`config.mk`:
```
export PLATFORM = sky130hd
export DESIGN_NAME = binarize_and_remove_isolated_pixels
export DESIGN_NICKNAME = d
export VERILOG_FILES = /design/src/design/bari_pkg.sv /design/src/design/bari_line_store.sv /design/src/design/binarize_and_remove_isolated_pixels.sv
export SDC_FILE = /design/constraint.sdc
export NUM_CORES = 2
export LEC_CHECK = 0
export BUFFER_PORTS_ARGS = -buffer_cell sky130_fd_sc_hd__buf_2
export CAP_MARGIN = 10
export CORE_UTILIZATION = 48
export DETAILED_ROUTE_END_ITERATION = 10
export PLACE_DENSITY_LB_ADDON = 0.3
export RECOVER_POWER = 100
export REMOVE_ABC_BUFFERS = 1
export SYNTH_ARGS = -nofsm -noshare
export SYNTH_HDL_FRONTEND = slang
export SYNTH_SLANG_ARGS = --single-unit
```
`constraint.sdc`:
```
create_clock -name i_clk -period 31.4 [get_ports i_clk]
set_clock_uncertainty 0.1 [all_clocks]
set_input_delay 4.71 -clock i_clk [delete_from_list [all_inputs] [get_ports i_clk]]
set_output_delay 4.71 -clock i_clk [all_outputs]
set_load 0.01 [all_outputs]
```
`src/design/bari_pkg.sv`:
```
// ----------------------------------------------------------------------------
// bari_pkg
// Shared widths, constants and types of the binarizer with isolated pixel
// removal.
// ----------------------------------------------------------------------------
package bari_pkg;

    // Pixel channels and result pixel
    localparam int PIX_W = 8;

    // Configuration port
    localparam int CFG_IDX_W  = 2;
    localparam int THR_W      = 8;
    localparam int FW_W       = 11;
    localparam int CFG_DATA_W = FW_W;

    localparam logic [CFG_IDX_W-1:0] CFG_GRAY_THRESHOLD = 2'd0;
    localparam logic [CFG_IDX_W-1:0] CFG_FRAME_WIDTH    = 2'd1;

    localparam logic [THR_W-1:0] THR_RESET = 8'd150;
    localparam logic [FW_W-1:0]  FW_RESET  = 11'd720;
    localparam int               MIN_WIDTH = 3;

    // Row counter saturates at its all-ones value
    localparam int ROW_W = 11;

    // Gray conversion: (1868*B + 9617*G + 4899*R + 8192) >> 14
    localparam int GRAY_SHIFT = 14;
    localparam int GRAY_SUM_W = GRAY_SHIFT + PIX_W;
    localparam logic [GRAY_SUM_W-1:0] GRAY_B_COEF = 22'd1868;
    localparam logic [GRAY_SUM_W-1:0] GRAY_G_COEF = 22'd9617;
    localparam logic [GRAY_SUM_W-1:0] GRAY_R_COEF = 22'd4899;
    localparam logic [GRAY_SUM_W-1:0] GRAY_ROUND  = 22'd8192;

    // One entry of the line store: lit bits of the two rows above
    typedef struct packed {
        logic upper;
        logic middle;
    } t_line_pair;

endpackage

```
`src/design/bari_line_store.sv`:
```
// ----------------------------------------------------------------------------
// bari_line_store
// Two-row line buffer, one bit per row and column, with one write port and
// one registered read port.
// ----------------------------------------------------------------------------
module bari_line_store #(
    parameter int DEPTH = 1024,
    parameter int AW    = (DEPTH > 1) ? $clog2(DEPTH) : 1
) (
    input  logic                  i_clk,
    input  logic                  i_rd_en,
    input  logic [AW-1:0]         i_rd_addr,
    output bari_pkg::t_line_pair  o_rd_data,
    input  logic                  i_wr_en,
    input  logic [AW-1:0]         i_wr_addr,
    input  bari_pkg::t_line_pair  i_wr_data
);
    import bari_pkg::*;

    t_line_pair r_mem [DEPTH];
    t_line_pair r_rd_data;

    always_ff @(posedge i_clk) begin
        if (i_wr_en) begin
            r_mem[i_wr_addr] <= i_wr_data;
        end
    end

    // hold the last read while the consumer stalls
    always_ff @(posedge i_clk) begin
        if (i_rd_en) begin
            r_rd_data <= r_mem[i_rd_addr];
        end
    end

    assign o_rd_data = r_rd_data;

endmodule

```
`src/design/binarize_and_remove_isolated_pixels.sv`:
```
// ----------------------------------------------------------------------------
// binarize_and_remove_isolated_pixels
// Gray threshold binarizer with 3x3 isolated lit pixel removal.
// ----------------------------------------------------------------------------
// Takes one BGR pixel per clock in raster order and returns one 0/255 pixel
// per clock: an input beat is accepted every cycle unless the result side
// stalls. Each beat passes two register stages (line-store read, then the
// result register), and the line store is read and written once per cycle.
// A result belongs to the pixel one row plus one pixel before the beat that
// produces it, so the first row and the first beat of every row give no
// result except the wrap result for the end of the row two above. End each
// frame with frame_width+1 pad beats to flush its last row; last_of_frame
// flags the final pixel of that row. Rows above the first of a frame read as
// dark, so the line store needs no clearing after reset. Configuration
// writes are taken in any cycle and must happen while the stream is idle.
// ----------------------------------------------------------------------------
module binarize_and_remove_isolated_pixels #(
    parameter int MAX_WIDTH = 1024
) (
    input  logic                             i_clk,
    input  logic                             i_rst_n,

    input  logic                             i_valid,
    output logic                             o_stall,
    input  logic [bari_pkg::PIX_W-1:0]       i_blue,
    input  logic [bari_pkg::PIX_W-1:0]       i_green,
    input  logic [bari_pkg::PIX_W-1:0]       i_red,
    input  logic                             i_start_frame,
    input  logic                             i_pad,

    output logic                             o_valid,
    input  logic                             i_stall,
    output logic [bari_pkg::PIX_W-1:0]       o_clean_pixel,
    output logic                             o_last_of_frame,

    input  logic                             i_cfg_valid,
    output logic                             o_cfg_ready,
    input  logic [bari_pkg::CFG_IDX_W-1:0]   i_cfg_index,
    input  logic [bari_pkg::CFG_DATA_W-1:0]  i_cfg_data
);
    import bari_pkg::*;

    localparam int CW    = (MAX_WIDTH > 1) ? $clog2(MAX_WIDTH) : 1;
    localparam int XW    = (CW + 1 > FW_W) ? CW + 1 : FW_W;
    localparam int WIN_W = 9;

    localparam logic [XW-1:0]    MAX_W        = XW'(MAX_WIDTH);
    localparam logic [XW-1:0]    MIN_W        = XW'(MIN_WIDTH);
    localparam logic [WIN_W-1:0] WIN_NBR_MASK = 9'h1EF;
    localparam logic [WIN_W-1:0] WIN_NO_LEFT  = 9'h1F8;

    // centre is bit 4; it stays lit only with a lit neighbour
    function automatic logic keep_lit(input logic [WIN_W-1:0] win);
        return win[4] && ((win & WIN_NBR_MASK) != '0);
    endfunction

    // ------------------------------------------------------------------
    // Configuration
    // ------------------------------------------------------------------
    logic [THR_W-1:0] r_gray_threshold;
    logic [FW_W-1:0]  r_frame_width;

    assign o_cfg_ready = 1'b1;

    always_ff @(posedge i_clk) begin
        if (!i_rst_n) begin
            r_gray_threshold <= THR_RESET;
            r_frame_width    <= FW_RESET;
        end else if (i_cfg_valid) begin
            unique case (i_cfg_index)
                CFG_GRAY_THRESHOLD: r_gray_threshold <= i_cfg_data[THR_W-1:0];
                CFG_FRAME_WIDTH:    r_frame_width    <= i_cfg_data;
                default: ;
            endcase
        end
    end

    logic [XW-1:0] fw_ext;
    logic [XW-1:0] w_eff;

    assign fw_ext = XW'(r_frame_width);
    assign w_eff  = (fw_ext < MIN_W) ? MIN_W : ((fw_ext > MAX_W) ? MAX_W : fw_ext);

    // ------------------------------------------------------------------
    // Handshake
    // ------------------------------------------------------------------
    logic r_a_valid;
    logic r_o_valid;
    logic o_free;
    logic a_adv;
    logic accept;

    assign o_free  = !r_o_valid || !i_stall;
    assign a_adv   = r_a_valid && o_free;
    assign o_stall = r_a_valid && !o_free;
    assign accept  = i_valid && !o_stall;

    // ------------------------------------------------------------------
    // Accept: gray, threshold, position counters
    // ------------------------------------------------------------------
    logic [GRAY_SUM_W-1:0] gray_sum;
    logic [PIX_W-1:0]      gray;
    logic                  lit_in;

    assign gray_sum = GRAY_SUM_W'(i_blue)  * GRAY_B_COEF
                    + GRAY_SUM_W'(i_green) * GRAY_G_COEF
                    + GRAY_SUM_W'(i_red)   * GRAY_R_COEF
                    + GRAY_ROUND;
    assign gray     = gray_sum[GRAY_SUM_W-1 -: PIX_W];
    assign lit_in   = !i_pad && (gray > r_gray_threshold);

    logic [CW-1:0]    r_col;
    logic [ROW_W-1:0] r_row;
    logic             r_cur_pad;
    logic             r_prev_pad;
    logic             r_prev2_pad;

    logic [CW-1:0]    col_in;
    logic [ROW_W-1:0] row_in;
    logic [XW-1:0]    col_plus;
    logic             row_end;
    logic [CW-1:0]    n_col;
    logic [ROW_W-1:0] n_row;
    logic             n_cur_pad;

    assign col_in    = i_start_frame ? '0 : r_col;
    assign row_in    = i_start_frame ? '0 : r_row;
    assign col_plus  = XW'(col_in) + XW'(1);
    assign row_end   = (col_plus >= w_eff);
    assign n_col     = row_end ? '0 : col_plus[CW-1:0];
    assign n_row     = (row_end && (row_in != '1)) ? row_in + ROW_W'(1) : row_in;
    assign n_cur_pad = (col_in == '0) ? i_pad : (r_cur_pad && i_pad);

    always_ff @(posedge i_clk) begin
        if (!i_rst_n) begin
            r_col       <= '0;
            r_row       <= '0;
            r_cur_pad   <= 1'b0;
            r_prev_pad  <= 1'b0;
            r_prev2_pad <= 1'b0;
        end else if (accept) begin
            r_col     <= n_col;
            r_row     <= n_row;
            r_cur_pad <= n_cur_pad;
            if (row_end) begin
                r_prev2_pad <= r_prev_pad;
                r_prev_pad  <= n_cur_pad;
            end
        end
    end

    // ------------------------------------------------------------------
    // Stage A: line-store data arrives, window and decision
    // ------------------------------------------------------------------
    logic             r_a_lit;
    logic [CW-1:0]    r_a_col;
    logic [ROW_W-1:0] r_a_row;
    logic             r_a_start;
    logic             r_a_last;

    always_ff @(posedge i_clk) begin
        if (!i_rst_n) begin
            r_a_valid <= 1'b0;
        end else if (!o_stall) begin
            r_a_valid <= i_valid;
        end
    end

    always_ff @(posedge i_clk) begin
        if (accept) begin
            r_a_lit   <= lit_in;
            r_a_col   <= col_in;
            r_a_row   <= row_in;
            r_a_start <= i_start_frame;
            r_a_last  <= r_prev_pad && !r_prev2_pad;
        end
    end

    t_line_pair ls_rd;
    t_line_pair ls_wr;

    bari_line_store #(
        .DEPTH (MAX_WIDTH),
        .AW    (CW)
    ) u_line_store (
        .i_clk     (i_clk),
        .i_rd_en   (accept),
        .i_rd_addr (col_in),
        .o_rd_data (ls_rd),
        .i_wr_en   (a_adv),
        .i_wr_addr (r_a_col),
        .i_wr_data (ls_wr)
    );

    logic [WIN_W-1:0] r_win;
    logic [WIN_W-1:0] win_old;
    logic [WIN_W-1:0] n_win;
    logic [WIN_W-1:0] win_cur;
    logic             row_ge1;
    logic             row_ge2;
    logic             up_bit;
    logic             mid_bit;
    logic             res_wrap;
    logic             res_main;
    logic             res_valid;
    logic             res_lit;
    logic             res_last;

    assign row_ge1 = (r_a_row != '0);
    assign row_ge2 = (r_a_row[ROW_W-1:1] != '0);
    assign up_bit  = row_ge2 && ls_rd.upper;
    assign mid_bit = row_ge1 && ls_rd.middle;

    assign ls_wr.upper  = mid_bit;
    assign ls_wr.middle = r_a_lit;

    assign win_old = r_a_start ? '0 : r_win;
    assign n_win   = {r_a_lit, mid_bit, up_bit, win_old[WIN_W-1:3]};
    // drop the left column at the start of a row
    assign win_cur = (r_a_col == CW'(1)) ? (n_win & WIN_NO_LEFT) : n_win;

    assign res_wrap  = (r_a_col == '0) && row_ge2;
    assign res_main  = (r_a_col != '0) && row_ge1;
    assign res_valid = res_wrap || res_main;
    assign res_lit   = res_wrap ? keep_lit({3'b000, win_old[WIN_W-1:3]}) : keep_lit(win_cur);
    assign res_last  = res_wrap && r_a_last;

    always_ff @(posedge i_clk) begin
        if (!i_rst_n) begin
            r_win <= '0;
        end else if (a_adv) begin
            r_win <= n_win;
        end
    end

    // ------------------------------------------------------------------
    // Result register
    // ------------------------------------------------------------------
    logic r_o_lit;
    logic r_o_last;

    always_ff @(posedge i_clk) begin
        if (!i_rst_n) begin
            r_o_valid <= 1'b0;
        end else if (o_free) begin
            r_o_valid <= a_adv && res_valid;
        end
    end

    always_ff @(posedge i_clk) begin
        if (a_adv && res_valid) begin
            r_o_lit  <= res_lit;
            r_o_last <= res_last;
        end
    end

    assign o_valid         = r_o_valid;
    assign o_clean_pixel   = {PIX_W{r_o_lit}};
    assign o_last_of_frame = r_o_last;

    // ------------------------------------------------------------------
    // Assertions
    // ------------------------------------------------------------------
    a_start_col_zero: assert property (@(posedge i_clk) disable iff (!i_rst_n)
        accept && i_start_frame |=> (r_a_col == '0) && (r_a_row == '0))
        else $error("start beat did not enter at column zero of row zero");

    a_first_row_silent: assert property (@(posedge i_clk) disable iff (!i_rst_n)
        a_adv && (r_a_row == '0) |=> !r_o_valid)
        else $error("beat of the first row produced a result");

    a_pixel_binary: assert property (@(posedge i_clk) disable iff (!i_rst_n)
        o_valid |-> (o_clean_pixel == '0) || (o_clean_pixel == '1))
        else $error("result pixel is neither dark nor lit");

endmodule
```
==> results.py <==
metrics = {
    "run_status": {
        "status": "finished with violations",
        "violations": "capacitance limit, slew limit",
    },
    "place": {
        "place.gp.congestion": 0.9297,
        "place_hpwl_um": 176300,
        "io_buffers": 54,
        "placed_area_um2": 96290,
    },
    "synthesis": {
        "synth_seq_cells": 2127,
        "syn_area_um2": 93440,
        "yosysUniqueCellTypes": 86,
        "yosys_warnings": 0,
        "syn_inst": 6691,
        "synth_edf_count": 2076,
        "avgSynthCellArea_um2": 13.96,
        "synthFlopType": "edfxtp_1",
        "async_flop_share_pct": 0,
        "yosysSeqAreaShare_pct": 67.81,
    },
    "worst_setup_path": {
        "cpMaxStageDelayCell": "clkbuf_1",
        "cp_data_arrival_time_ns": 17.05,
        "crit_type": "in -> reg",
        "crit_fanout": 58,
        "cp_cell_sequence": "clkbuf_1 > nand2b_1 > clkinvlp_2 > clkbuf_1 > clkbuf_1 > clkbuf_1 > nand3_1 > nor3_1 > xnor2_1 > ha_1 > nor4_1 > nand2_1 > a31oi_1 > o31a_1 > nand3_1 > a21boi_0",
        "crit_top_cell": "clkbuf_1",
        "crit_path_end_kind": "flip-flop",
        "max_stage_delay_ns": 2.43,
        "startpoint_type": "primary input",
        "worstPathRequired_ns": 31.98,
    },
    "sta": {
        "tightest_slew_ns": 10.55,
        "finalCriticalPeriod_ns": 16.47,
        "slew_headroom_pct": -603.1,
        "grt_setup_unrepaired": "false",
        "min_period_over_period_pct": 52.44,
        "drv_slew": 3483,
        "finalSetupViolCount": 0,
        "fmax_ghz": 0.06073,
        "hold_viol": 0,
        "finalSetupTns_ns": 0,
    },
    "hold_path": {
        "hold_path_class": "reg -> reg",
    },
    "global_route": {
        "track_usage_pct": 30.27,
        "antenna_found_initial": 16,
        "grt_overflow": 0,
        "top_usage_layer": "met2",
        "grt_use_met3_pct": 8.674,
        "grt_use_met1_pct": 39.98,
        "grt_pass1_vias": 59260,
        "use_met2_pct": 46.13,
        "grt_max_degree": 257,
        "grt_pass1_wl_um": 425800,
    },
    "cts": {
        "cts_buffer_depth": 3,
        "htree_levels": 4,
        "clock_latency_ns": 0.87,
        "clkTransAtPathRegs_ns": 0.07,
        "post_cts.repair.setup_buffers": 0,
        "cts_tree": "built",
        "ctsHoldBuffers": 0,
        "cts-buffers-inserted": 208,
        "cts_resized": 0,
        "clock_sinks": 2127,
        "cts_root_buffer": "clkbuf_16",
    },
    "cells_and_area": {
        "design_area_um2": 103000,
        "layout-drive-gt1-share_pct": 11.51,
        "final_nets": 6933,
        "area_growth_syn_to_layout_pct": 10.27,
        "fillers": 15740,
    },
    "job": {
        "cap_violations": 76,
    },
    "pwr": {
        "leakage_nw": 32.58,
        "p_per_area_nw_per_um2": 70.65,
        "vdd_drop_max_mv": 0.1151,
    },
    "routing": {
        "drcViolationCount": 0,
        "num_vias": 60890,
        "vias_per_cell": 6.512,
        "wirelength_um": 301700,
        "ant_nets": 0,
        "wl_per_cell_um": 32.26,
        "dr.pass1.iters": 8,
        "drt_iter0_markers": 10110,
    },
    "floorplan": {
        "io_pins": 56,
        "die_w_um": 443.2,
        "start_util_pct": 48.42,
        "design.core.area_um2": 193000,
        "rows": 161,
        "die_h_um": 443.2,
        "die_area_um2": 196400,
    },
}
## registers in the layout (all words and copies together), names as in the netlist, 2 cells and up
register,cells
u_line_store.r_mem,2048
fw_ext,11
r_a_row,11
r_row,11
r_a_col,10
r_col,10
r_gray_threshold,8
r_win,6
u_line_store.o_rd_data,2
## critical path, delay by kind of cell
family | cells | cell delay, ns
fa+ha+maj | 1 | 0.24
xor+xnor | 1 | 0.16
simple gates | 6 | 1.59
compound gates | 3 | 1.48
buf+inv | 5 | 8.64
## final cells by class
cell class                      instances  area, um^2  area share [%]
Timing Repair Buffer                  240        1627           1.579
Sequential cell                      2127       63370           61.50
Clock inverter                        138        1473           1.429
Inverter                              212       819.5          0.7954
Multi-Input combinational cell       3848       27140           26.34
Tap cell                             2526        3161           3.067
Antenna cell                           11       27.53         0.02671
Clock buffer                          249        5423           5.263
## power breakdown
| part | internal [mW] | total [mW] | switching, mW |
|---|---|---|---|
| clock | 1.45 | 2.55 | 1.11 |
| sequential | 3.40 | 3.40 | 0.00444 |
| combinational | 0.493 | 1.32 | 0.829 |
| total | 5.34 | 7.28 | 1.94 |
## cell families after synthesis
group           synth area share [%]
flops                          67.81
simple gates                   9.352
compound gates                 6.524
buf+inv                        3.273
mux                            8.645
fa+ha+maj                      4.073
xor+xnor                      0.3187
other cells                 0.004013
## metrics by stage
stage,total power [mW],util (%),hold slack (ns),setup WS (ns),instances
4_1_cts,7.207,53.47,0.3698,19.32,9332
3_3_place_gp,4.686,49.90,0.3543,18.40,8945
3_5_place_dp,4.697,49.90,0.3609,18.41,8945
6_report,7.280,53.39,0.3701,14.93,9351
2_1_floorplan,4.565,-,0.3405,11.10,6187
5_1_grt,7.566,53.38,0.4058,14.68,9340
## cells in the mapped netlist, types with 112 or more instances
master	number	area, um^2
edfxtp_1	2076	62340
nor2_1	1159	4350
nand2_1	509	1911
mux2i_1	294	2943
clkbuf_1	286	1074
a21oi_1	226	1131
inv_1	206	773.2
mux4_2	194	4369
ha_1	165	2064
o21ai_0	130	650.6
o22ai_1	127	794.5
nand3_1	112	560.5
## layer usage
| layer | part of all wire, % | vias to the layer above |
|---|---|---|
| met4 | 5.8 | 20 |
| met1 | 36 | 30610 |
| met5 | 0.040 | - |
| met2 | 45 | 4399 |
| met3 | 13 | 892 |
| li1 | - | 24970 |
## path summary, 6_finish.rpt
check,startpoint,end,slack [ns],depth (start not counted)
min reg2reg,r_win[4],r_win[4],0.37,2
min,r_win[4],r_win[4],0.37,2
max,i_start_frame,r_col[2],14.93,16
max reg2reg,r_a_lit,u_line_store.r_mem[446][0],15.17,3
## cell usage in the layout (no fill, tap or decap), drive strengths merged, types with 23 or more instances in the layout
cell     count
dfxtp       51
nand2      509
o22ai      127
a21oi      226
o21ai      132
nand3      112
buf        164
clkinv     101
bufinv      26
edfxtp    2076
nor3        75
fa          87
mux2i      294
nor4        34
a2111oi     23
ha         165
mux4       194
o221ai      65
a22oi       37
o211ai      36
a211oi      37
nor2b       33
a31oi       37
nand4       41
inv        214
nor2      1163
mux2        68
a21boi      25
clkbuf     325
Note: power is estimated with default switching activity, not from simulation.
